===== config.mk =====
export PLATFORM = sky130hd
export DESIGN_NAME = first_fit_block_allocator_core
export DESIGN_NICKNAME = d
export VERILOG_FILES = /design/src/hdl/ffa_pkg.sv /design/src/hdl/ffa_ram.sv /design/src/hdl/ffa_fifo.sv /design/src/hdl/ffa_front.sv /design/src/hdl/ffa_back.sv /design/src/hdl/first_fit_block_allocator_core.sv
export SDC_FILE = /design/constraint.sdc
export NUM_CORES = 2
export LEC_CHECK = 0
export ABC_CLOCK_PERIOD_IN_PS = 7550
export BUFFER_PORTS_ARGS = -buffer_cell sky130_fd_sc_hd__buf_4
export CAP_MARGIN = 20
export CORE_ASPECT_RATIO = 0.8
export CORE_MARGIN = 4
export CORE_UTILIZATION = 33
export DETAILED_ROUTE_END_ITERATION = 8
export PLACE_DENSITY = 0.6
export SLEW_MARGIN = 20
export SYNTH_ARGS = -nofsm -noshare
export SYNTH_HDL_FRONTEND = slang
export SYNTH_SLANG_ARGS = --single-unit

===== constraint.sdc =====
create_clock -name clk -period 7.55 [get_ports clk]
set_clock_uncertainty 0.1 [all_clocks]
set_input_delay 1.51 -clock clk [delete_from_list [all_inputs] [get_ports clk]]
set_output_delay 1.51 -clock clk [all_outputs]
set_load 0.05 [all_outputs]

===== src/hdl/ffa_pkg.sv =====
`timescale 1ns / 1ps
package ffa_pkg;

  localparam int DEF_HEAP_BYTES = 1048576;
  localparam int DEF_MAX_BLOCKS = 64;
  localparam logic [5:0] HDR_RESET = 6'd12;

  typedef enum logic [1:0] {
    OPC_ALLOC = 2'd0,
    OPC_FREE  = 2'd1,
    OPC_CLEAR = 2'd2,
    OPC_NONE  = 2'd3
  } opcode_t;

  typedef enum logic [2:0] {
    ST_OK      = 3'd0,
    ST_ZERO    = 3'd1,
    ST_OOM     = 3'd2,
    ST_FULL    = 3'd3,
    ST_UNKNOWN = 3'd4
  } status_t;

  typedef enum logic [2:0] {
    CMD_ALLOC,
    CMD_ZERO,
    CMD_FREE,
    CMD_CLEAR,
    CMD_NOP
  } cmd_kind_t;

  typedef struct packed {
    cmd_kind_t   kind;
    logic [21:0] need;
    logic [19:0] offset;
  } cmd_t;

  typedef struct packed {
    logic [19:0] start;
    logic [20:0] size;
    logic        free;
  } entry_t;

  typedef enum logic [4:0] {
    S_IDLE,
    S_A_RD,
    S_A_CHK,
    S_APPEND,
    S_IS_RD,
    S_IS_WR,
    S_SPLIT1,
    S_SPLIT2,
    S_F_RD,
    S_F_CHK,
    S_M_RD0,
    S_M_LD,
    S_M_CHK,
    S_M_NXT,
    S_RM_RD,
    S_RM_WR,
    S_DONE
  } state_t;

endpackage


===== src/hdl/ffa_ram.sv =====
`timescale 1ns / 1ps
module ffa_ram #(
  parameter int WIDTH = 8,
  parameter int DEPTH = 64
) (
  input  logic                     clk,
  input  logic                     we,
  input  logic [$clog2(DEPTH)-1:0] waddr,
  input  logic [WIDTH-1:0]         wdata,
  input  logic [$clog2(DEPTH)-1:0] raddr,
  output logic [WIDTH-1:0]         rdata
);

  logic [WIDTH-1:0] mem [DEPTH];

  always_ff @(posedge clk) begin
    if (we) begin
      mem[waddr] <= wdata;
    end
    rdata <= mem[raddr];
  end

endmodule


===== src/hdl/ffa_fifo.sv =====
`timescale 1ns / 1ps
module ffa_fifo #(
  parameter int WIDTH = 8,
  parameter int DEPTH = 2
) (
  input  logic             clk,
  input  logic             rst,
  input  logic             wr_en,
  input  logic [WIDTH-1:0] wr_data,
  output logic             full,
  input  logic             rd_en,
  output logic [WIDTH-1:0] rd_data,
  output logic             empty
);

  localparam int AW = $clog2(DEPTH);
  localparam int CW = $clog2(DEPTH + 1);

  logic [WIDTH-1:0] slots [DEPTH];
  logic [AW-1:0]    wptr;
  logic [AW-1:0]    rptr;
  logic [CW-1:0]    count;
  logic             do_wr;
  logic             do_rd;

  assign full    = (count == CW'(DEPTH));
  assign empty   = (count == '0);
  assign do_wr   = wr_en && !full;
  assign do_rd   = rd_en && !empty;
  assign rd_data = slots[rptr];

  always_ff @(posedge clk) begin
    if (rst) begin
      wptr  <= '0;
      rptr  <= '0;
      count <= '0;
    end else begin
      if (do_wr) begin
        wptr <= (wptr == AW'(DEPTH - 1)) ? '0 : wptr + 1'b1;
      end
      if (do_rd) begin
        rptr <= (rptr == AW'(DEPTH - 1)) ? '0 : rptr + 1'b1;
      end
      if (do_wr && !do_rd) begin
        count <= count + 1'b1;
      end else if (do_rd && !do_wr) begin
        count <= count - 1'b1;
      end
    end
  end

  always_ff @(posedge clk) begin
    if (do_wr) begin
      slots[wptr] <= wr_data;
    end
  end

endmodule


===== src/hdl/ffa_front.sv =====
`timescale 1ns / 1ps
module ffa_front (
  input  logic          clk,
  input  logic          rst,
  input  logic          push,
  output logic          full,
  input  logic [1:0]    opcode,
  input  logic [20:0]   request_bytes,
  input  logic [19:0]   free_offset,
  output logic          cmd_push,
  output ffa_pkg::cmd_t cmd,
  input  logic          cmd_full
);
  import ffa_pkg::*;

  logic        vld;
  cmd_t        cls;
  logic [21:0] need;

  // round up to a multiple of 8
  assign need = ({1'b0, request_bytes} + 22'd7) & ~22'd7;

  always_comb begin
    cls.need   = need;
    cls.offset = free_offset;
    case (opcode_t'(opcode))
      OPC_ALLOC: cls.kind = (need == '0) ? CMD_ZERO : CMD_ALLOC;
      OPC_FREE:  cls.kind = CMD_FREE;
      OPC_CLEAR: cls.kind = CMD_CLEAR;
      default:   cls.kind = CMD_NOP;
    endcase
  end

  assign full     = vld && cmd_full;
  assign cmd_push = vld;

  always_ff @(posedge clk) begin
    if (rst) begin
      vld <= 1'b0;
    end else if (push && !full) begin
      vld <= 1'b1;
    end else if (!cmd_full) begin
      vld <= 1'b0;
    end
  end

  always_ff @(posedge clk) begin
    if (push && !full) begin
      cmd <= cls;
    end
  end

endmodule


===== src/hdl/ffa_back.sv =====
`timescale 1ns / 1ps
module ffa_back #(
  parameter int HEAP_BYTES = ffa_pkg::DEF_HEAP_BYTES,
  parameter int MAX_BLOCKS = ffa_pkg::DEF_MAX_BLOCKS
) (
  input  logic                              clk,
  input  logic                              rst,
  input  logic [5:0]                        hdr,
  input  logic                              cmd_empty,
  output logic                              cmd_pop,
  input  ffa_pkg::cmd_t                     cmd,
  input  logic                              res_full,
  output logic                              res_push,
  output ffa_pkg::status_t                  res_status,
  output logic [19:0]                       res_payload,
  output logic [31:0]                       res_ops,
  output logic [$clog2(MAX_BLOCKS+1)-1:0]   res_blocks
);
  import ffa_pkg::*;

  localparam int AW = $clog2(MAX_BLOCKS);
  localparam int CW = $clog2(MAX_BLOCKS + 1);
  localparam logic [22:0] HEAP_LIM = 23'(HEAP_BYTES);
  localparam logic [CW:0] MAX_W = (CW+1)'(MAX_BLOCKS);

  state_t        state, state_next;
  logic [AW-1:0] idx, idx_next;
  logic [AW-1:0] k, k_next;
  logic [CW-1:0] n, n_next;
  logic [20:0]   heap_top, heap_top_next;
  logic [31:0]   ops, ops_next;
  entry_t        cur, cur_next;
  cmd_t          cm, cm_next;
  status_t       st, st_next;
  logic [19:0]   pay, pay_next;

  logic          we;
  logic [AW-1:0] waddr, raddr;
  entry_t        wdata, rdata;

  logic [CW:0]   n_w, idx_p1, idx_p2, k_p2, k_m1;
  logic [22:0]   app_end;
  logic [21:0]   adj_end;
  logic [20:0]   merged;

  ffa_ram #(.WIDTH($bits(entry_t)), .DEPTH(MAX_BLOCKS)) u_table (
    .clk   (clk),
    .we    (we),
    .waddr (waddr),
    .wdata (wdata),
    .raddr (raddr),
    .rdata (rdata)
  );

  assign n_w     = (CW+1)'(n);
  assign idx_p1  = (CW+1)'(idx) + 1'b1;
  assign idx_p2  = (CW+1)'(idx) + 2'd2;
  assign k_p2    = (CW+1)'(k) + 2'd2;
  assign k_m1    = (CW+1)'(k) - 1'b1;
  assign app_end = 23'(heap_top) + 23'(hdr) + 23'(cm.need);
  assign adj_end = 22'(cur.start) + 22'(hdr) + 22'(cur.size);
  assign merged  = cur.size + 21'(hdr) + rdata.size;

  assign res_status  = st;
  assign res_payload = pay;
  assign res_ops     = ops;
  assign res_blocks  = n;

  always_ff @(posedge clk) begin
    if (rst) begin
      state    <= S_IDLE;
      n        <= '0;
      heap_top <= '0;
      ops      <= '0;
    end else begin
      state    <= state_next;
      n        <= n_next;
      heap_top <= heap_top_next;
      ops      <= ops_next;
    end
  end

  always_ff @(posedge clk) begin
    idx <= idx_next;
    k   <= k_next;
    cur <= cur_next;
    cm  <= cm_next;
    st  <= st_next;
    pay <= pay_next;
  end

  always_comb begin
    state_next    = state;
    idx_next      = idx;
    k_next        = k;
    n_next        = n;
    heap_top_next = heap_top;
    ops_next      = ops;
    cur_next      = cur;
    cm_next       = cm;
    st_next       = st;
    pay_next      = pay;
    we            = 1'b0;
    waddr         = idx;
    wdata         = rdata;
    raddr         = idx;
    cmd_pop       = 1'b0;
    res_push      = 1'b0;

    case (state)
      S_IDLE: begin
        if (!cmd_empty) begin
          cmd_pop  = 1'b1;
          cm_next  = cmd;
          idx_next = '0;
          st_next  = ST_OK;
          pay_next = '0;
          case (cmd.kind)
            CMD_ALLOC: state_next = (n == '0) ? S_APPEND : S_A_RD;
            CMD_FREE: begin
              if (n == '0) begin
                st_next    = ST_UNKNOWN;
                state_next = S_DONE;
              end else begin
                state_next = S_F_RD;
              end
            end
            CMD_CLEAR: begin
              n_next        = '0;
              heap_top_next = '0;
              ops_next      = '0;
              state_next    = S_DONE;
            end
            CMD_ZERO: begin
              st_next    = ST_ZERO;
              state_next = S_DONE;
            end
            default: state_next = S_DONE;
          endcase
        end
      end

      S_A_RD: state_next = S_A_CHK;

      S_A_CHK: begin
        if (rdata.free && {1'b0, rdata.size} >= cm.need) begin
          cur_next = rdata;
          if ({2'b0, rdata.size} > 23'(cm.need) + 23'(hdr) + 23'd8 && n_w < MAX_W) begin
            if (n_w > idx_p1) begin
              k_next     = n[AW-1:0];
              state_next = S_IS_RD;
            end else begin
              state_next = S_SPLIT1;
            end
          end else begin
            we         = 1'b1;
            wdata      = rdata;
            wdata.free = 1'b0;
            ops_next   = ops + 1'b1;
            pay_next   = 20'(21'(rdata.start) + 21'(hdr));
            state_next = S_DONE;
          end
        end else if (idx_p1 == n_w) begin
          state_next = S_APPEND;
        end else begin
          idx_next   = idx + 1'b1;
          state_next = S_A_RD;
        end
      end

      S_APPEND: begin
        if (app_end > HEAP_LIM) begin
          st_next = ST_OOM;
        end else if (n_w >= MAX_W) begin
          st_next = ST_FULL;
        end else begin
          we            = 1'b1;
          waddr         = n[AW-1:0];
          wdata.start   = heap_top[19:0];
          wdata.size    = cm.need[20:0];
          wdata.free    = 1'b0;
          n_next        = n + 1'b1;
          heap_top_next = app_end[20:0];
          ops_next      = ops + 1'b1;
          pay_next      = 20'(heap_top + 21'(hdr));
        end
        state_next = S_DONE;
      end

      // open a hole at idx+1 by moving entries up one place
      S_IS_RD: begin
        raddr      = k - 1'b1;
        state_next = S_IS_WR;
      end

      S_IS_WR: begin
        we     = 1'b1;
        waddr  = k;
        wdata  = rdata;
        k_next = k - 1'b1;
        state_next = (k_m1 == idx_p1) ? S_SPLIT1 : S_IS_RD;
      end

      S_SPLIT1: begin
        we          = 1'b1;
        waddr       = idx + 1'b1;
        wdata.start = 20'(21'(cur.start) + 21'(hdr) + cm.need[20:0]);
        wdata.size  = cur.size - cm.need[20:0] - 21'(hdr);
        wdata.free  = 1'b1;
        state_next  = S_SPLIT2;
      end

      S_SPLIT2: begin
        we          = 1'b1;
        wdata.start = cur.start;
        wdata.size  = cm.need[20:0];
        wdata.free  = 1'b0;
        n_next      = n + 1'b1;
        ops_next    = ops + 1'b1;
        pay_next    = 20'(21'(cur.start) + 21'(hdr));
        state_next  = S_DONE;
      end

      S_F_RD: state_next = S_F_CHK;

      S_F_CHK: begin
        if (21'(rdata.start) + 21'(hdr) == {1'b0, cm.offset}) begin
          we         = 1'b1;
          wdata      = rdata;
          wdata.free = 1'b1;
          ops_next   = ops + 1'b1;
          idx_next   = '0;
          state_next = (n_w >= (CW+1)'(2)) ? S_M_RD0 : S_DONE;
        end else if (idx_p1 == n_w) begin
          st_next    = ST_UNKNOWN;
          state_next = S_DONE;
        end else begin
          idx_next   = idx + 1'b1;
          state_next = S_F_RD;
        end
      end

      S_M_RD0: state_next = S_M_LD;

      S_M_LD: begin
        cur_next   = rdata;
        raddr      = idx + 1'b1;
        state_next = S_M_CHK;
      end

      S_M_CHK: begin
        if (cur.free && rdata.free && adj_end == 22'(rdata.start)) begin
          cur_next.size = merged;
          we            = 1'b1;
          wdata.start   = cur.start;
          wdata.size    = merged;
          wdata.free    = 1'b1;
          if (idx_p2 < n_w) begin
            k_next     = idx + 1'b1;
            state_next = S_RM_RD;
          end else begin
            n_next     = n - 1'b1;
            state_next = S_DONE;
          end
        end else begin
          cur_next = rdata;
          if (idx_p2 < n_w) begin
            idx_next   = idx + 1'b1;
            state_next = S_M_NXT;
          end else begin
            state_next = S_DONE;
          end
        end
      end

      S_M_NXT: begin
        raddr      = idx + 1'b1;
        state_next = S_M_CHK;
      end

      // close the gap left by the absorbed neighbor
      S_RM_RD: begin
        raddr      = k + 1'b1;
        state_next = S_RM_WR;
      end

      S_RM_WR: begin
        we     = 1'b1;
        waddr  = k;
        wdata  = rdata;
        k_next = k + 1'b1;
        if (k_p2 < n_w) begin
          state_next = S_RM_RD;
        end else begin
          n_next     = n - 1'b1;
          state_next = S_M_NXT;
        end
      end

      S_DONE: begin
        if (!res_full) begin
          res_push   = 1'b1;
          state_next = S_IDLE;
        end
      end

      default: state_next = S_IDLE;
    endcase
  end

endmodule


===== src/hdl/first_fit_block_allocator_core.sv =====
`timescale 1ns / 1ps
// First-fit heap allocator over a HEAP_BYTES region with a table of up to
// MAX_BLOCKS address-ordered blocks. Push requests (allocate, free, reset
// heap, no-op) through the input queue; pop one result per request from the
// output queue in request order. A request passes the front-end register
// and the command queue to reach the sequencer, which reads and checks each
// table entry it visits. An append adds a write state. A split moves each
// later entry up one place, then writes the free tail and the shortened
// block. A free that matches runs a merge pass over the table, moving
// entries down to close gaps. The result can be popped the cycle after the
// sequencer finishes. The worst case grows with MAX_BLOCKS and is set by
// the table memory (one read, one write port) walked by the sequencer. A
// two-entry command queue between front end and sequencer and a two-entry
// result queue let new requests come in while earlier results wait to be taken.
// header_bytes (cfg_wdata, reset 12) may only be written while idle.
module first_fit_block_allocator_core #(
  parameter int HEAP_BYTES = ffa_pkg::DEF_HEAP_BYTES,
  parameter int MAX_BLOCKS = ffa_pkg::DEF_MAX_BLOCKS
) (
  input  logic                            clk,
  input  logic                            rst,
  // request side
  input  logic                            push,
  output logic                            full,
  input  logic [1:0]                      opcode,
  input  logic [20:0]                     request_bytes,
  input  logic [19:0]                     free_offset,
  // result side
  output logic                            empty,
  input  logic                            pop,
  output logic [2:0]                      status,
  output logic [19:0]                     payload_offset,
  output logic [31:0]                     op_count,
  output logic [$clog2(MAX_BLOCKS+1)-1:0] block_count,
  // configuration
  input  logic                            cfg_we,
  input  logic [5:0]                      cfg_wdata
);
  import ffa_pkg::*;

  localparam int CW   = $clog2(MAX_BLOCKS + 1);
  localparam int RESW = 3 + 20 + 32 + CW;

  logic [5:0] header_bytes;

  // front end to command queue
  logic       f_push;
  cmd_t       f_cmd;
  logic       q_full;
  logic       q_empty;
  logic       q_pop;
  cmd_t       q_cmd;

  // sequencer to result queue
  logic          r_push;
  logic          r_full;
  status_t       r_status;
  logic [19:0]   r_payload;
  logic [31:0]   r_ops;
  logic [CW-1:0] r_blocks;
  logic [RESW-1:0] r_word;
  logic [RESW-1:0] o_word;

  always_ff @(posedge clk) begin
    if (rst) begin
      header_bytes <= HDR_RESET;
    end else if (cfg_we) begin
      header_bytes <= cfg_wdata;
    end
  end

  ffa_front u_front (
    .clk           (clk),
    .rst           (rst),
    .push          (push),
    .full          (full),
    .opcode        (opcode),
    .request_bytes (request_bytes),
    .free_offset   (free_offset),
    .cmd_push      (f_push),
    .cmd           (f_cmd),
    .cmd_full      (q_full)
  );

  ffa_fifo #(.WIDTH($bits(cmd_t)), .DEPTH(2)) u_cmdq (
    .clk     (clk),
    .rst     (rst),
    .wr_en   (f_push),
    .wr_data (f_cmd),
    .full    (q_full),
    .rd_en   (q_pop),
    .rd_data (q_cmd),
    .empty   (q_empty)
  );

  ffa_back #(.HEAP_BYTES(HEAP_BYTES), .MAX_BLOCKS(MAX_BLOCKS)) u_back (
    .clk         (clk),
    .rst         (rst),
    .hdr         (header_bytes),
    .cmd_empty   (q_empty),
    .cmd_pop     (q_pop),
    .cmd         (q_cmd),
    .res_full    (r_full),
    .res_push    (r_push),
    .res_status  (r_status),
    .res_payload (r_payload),
    .res_ops     (r_ops),
    .res_blocks  (r_blocks)
  );

  // result word: status, payload offset, operation count, table size
  assign r_word = {r_status, r_payload, r_ops, r_blocks};

  ffa_fifo #(.WIDTH(RESW), .DEPTH(2)) u_resq (
    .clk     (clk),
    .rst     (rst),
    .wr_en   (r_push),
    .wr_data (r_word),
    .full    (r_full),
    .rd_en   (pop),
    .rd_data (o_word),
    .empty   (empty)
  );

  assign status         = o_word[RESW-1 -: 3];
  assign payload_offset = o_word[RESW-4 -: 20];
  assign op_count       = o_word[CW+31 -: 32];
  assign block_count    = o_word[CW-1:0];

endmodule


==> impl_results.md <==
* Seq cells post-synth at 3,178
* Antenna viol nets, final at 0
* Max FO, Critical Path at 18
* Cell count after synthesis at 11,000
* # placed instances at 16,500
* Fin nets at 11,500
* All-Layer GR Usage at a little under a fifth
* Pin count of the biggest net entering global routing at 160
* Commonest cells after routing, fill and taps aside: edfxtp_1 (3,054), nand2_1 (2,900), nand3_1 (1,105)
* Dpl cell area at 0.149 mm^2
* IO Count at around 120
* Max-slew violations at 0
* First-pass GRT wire length at between 600,000 and 700,000 um
* Final TNS setup at 0 ns
* RSZ-0062 raised after global routing: no
* Final hold viol count at 0
* Worst slack, placed at approximately 0.33 ns
* Worst endpoint required time at approximately 8 ns
* EDFF count, synth at 3,054
* Final Cycle Share at 96.9%
* Post-Syn Area at 0.137 mm^2
* Normalized max-slew margin at 21.5%
* Worst R2R Start: header_bytes[0]
* DP HPWL at about 270,000 um
* Largest stage delay, worst path at 0.55 ns
* Yosys warns at 0
* Worst-case vdd ir drop at approximately 340 uV
* Max Cap Viol at 0
* Vias in the first global route at 85,900
* Critical Path Sink: u_back.u_table.mem[54][1]
* CTS root buf: clkbuf_16
* Fin crit period at 7.32 ns
* Synth-to-Final Area Change at 15.9%
* Asr flop ratio synth at 0%
* # H-tree levels at 5
* Crit. Startpoint: header_bytes[0]
* Worst R2R Path Depth at 28
* CP endpoint kind: flip-flop
* Most common cell after layout, fill and taps aside: edfxtp_1
* R2R setup slack at around 0.23 ns
* Register area share after synthesis at 68.7%
* Congestion Overflow GR at 0
* Via density at ~5.5
* First-pass detailed-route iteration total at 6
* CORE AREA at 0.413 mm^2
* Setup slack after layout at 0.234 ns
* Crit-path slowest cell: or4_1
* Reg2reg end: u_back.u_table.mem[54][1]
* Die span in y at 584 um
* Synth cell types at 102
* Die Footprint at 0.426 mm^2
* Post-route DRC at 0
* Clock buffer depth at 4
* Startpoint types: flip-flop
* Die W at 729 um
* Worst Tran Pin Value at 1.18 ns
* Initial DRC Count at 13,300
* Power per cell area at 393 mW/mm^2
* Post-Route WL at 423,000 um
* Pleak at 54.6 nW
* CTS tree: built
* Layout cell share with drive strength beyond 1 at between 10% and 20%
* Row cnt at 211
* Setup violations, final at 0
* Synth Net Count at 11,400
* Fmax at 137 MHz
* Worst path most repeated cell: buf_4
* Clock-pin slew on the worst setup and hold paths at roughly 0.07 ns
* Starting Density at ~33%
* Fillers at 39,000
* Final hold slack at 0.312 ns
* Total number of vias at 93,300
* Outcome: completed
* Cell area after layout at 0.159 mm^2
* Sink Count at 3,178
* Dominant synthesized flop cell: edfxtp_1
* Final non-filler cell total at 17,000
* Initial antenna violation count at 33
* Worst EP arrival at 7.73 ns
* Hold WC Path Type: flip-flop to flip-flop
* Cts bufs inserted at 305
* Critical path class: flip-flop to flip-flop
* Syn_area_per_cell at 12.4 um^2
* PortBufs at 117
* Wire length per cell at 24.9 um
* RePlAce Congestion at 0.958
* Post-CTS Setup Bufs at 0
* Skew-Pair Late Insertion Delay at 0.91 ns
[how the worst min path moves through the flow]
stage                        startpoint                   to  slack (ns)  cells past startpoint
2_1_floorplan  u_back.u_table.rdata[30]       u_back.cur[30]        0.30                      0
3_5_place_dp            u_front.cmd[18]  u_cmdq.slots[0][18]        0.33                      0
4_1_cts                 u_front.cmd[10]  u_cmdq.slots[1][10]        0.33                      0
5_1_grt                 u_front.cmd[44]  u_cmdq.slots[1][41]        0.35                      0
6_report                u_front.cmd[44]  u_cmdq.slots[1][41]        0.31                      0
3_3_place_gp     u_back.res_payload[18]  u_resq.slots[1][57]        0.32                      0
[layout make-up]
cell class	count	area [um^2]	area share, %
inverters	170	638	0.402
repair buffers	582	6890	4.34
well taps	5538	6930	4.36
clock buffers	382	8210	5.17
clock inverters	154	1270	0.800
diodes	6	15.0	0.00945
flip-flops and latches	3178	94200	59.3
multi-input cells	6984	40700	25.6
[report_power, final]
group / leakage [nW] / internal [mW] / switching [mW]
Sequential: 28.7 / 22.4 / 0.688
Clock: 4.62 / 8.27 / 6.72
Combinational: 21.3 / 6.75 / 17.6
[Yosys cell counts (107+ instances only)]
library cell	instances	area, um^2
a31oi_1	110	688
dfxtp_1	124	2480
and3_1	294	1840
a21oi_1	161	806
clkbuf_1	574	2150
xnor2_1	149	1310
ha_1	246	3080
mux2_2	107	1200
o21ai_0	155	776
edfxtp_1	3054	91700
nand3_1	1109	5550
inv_1	170	638
nor2_1	261	980
a311oi_1	512	4480
nand2_1	2904	10900
[worst max-delay path, delay by kind of cell, from the launching register on]
family	cells	cell delay [ns]
and+or+nand+nor	12	3.25
xor gates and xnor gates	1	0.14
AOI/OAI and AO/OA	5	0.85
adders and majority gates	3	1.10
buffers and inverters	7	1.12
DFF	1	0.35
[per-stage QoR]
step	util [%]	power, mW
CTS	38.4	62.3
detailed placement	36.1	47.4
global route	38.4	65.0
finish	38.4	62.4
floorplan	-	36.4
global placement	36.1	47.3
[what timing repair did]
action	in CTS	in global routing
gates resized for setup	0	6
endpoints found under the setup margin	0	1052
hold buffers	0	0
[registers in the layout (all words and copies together) (netlist names), 2 cells and up, named ones only]
signal and flops:
u_back.u_table.mem 2688, u_resq.slots 124, u_cmdq.slots 84, u_back.cur 42, u_back.u_table.rdata 42, u_front.cmd 42
u_back.cm 39, u_back.res_ops 32, u_back.heap_top 21, u_back.res_payload 20, u_back.res_blocks 7, header_bytes 6
u_back.idx 6, u_back.k 6, u_back.state 5, u_back.res_status 3, u_cmdq.count 2, u_resq.count 2
[metal layers]
metal | vias to the layer above | GRT usage, % | routed length [um]
met2 | 4591 | 26.7 | 175000
met5 | - | 0 | 56
met4 | 8 | 4.38 | 10100
met3 | 549 | 4.47 | 46600
met1 | 46700 | 29.6 | 192000
li1 | 41500 | - | -
[kinds of logic after synthesis]
kind of cell	share of synthesized area [%]
buffers and inverters	2.43
XOR/XNOR	1.53
AO/OA/AOI/OAI	7.79
flip-flops	68.7
AND/OR/NAND/NOR	15.8
multiplexers	1.13
adder cells (fa/ha/maj)	2.58
Note: power is estimated with default switching activity, not from simulation.
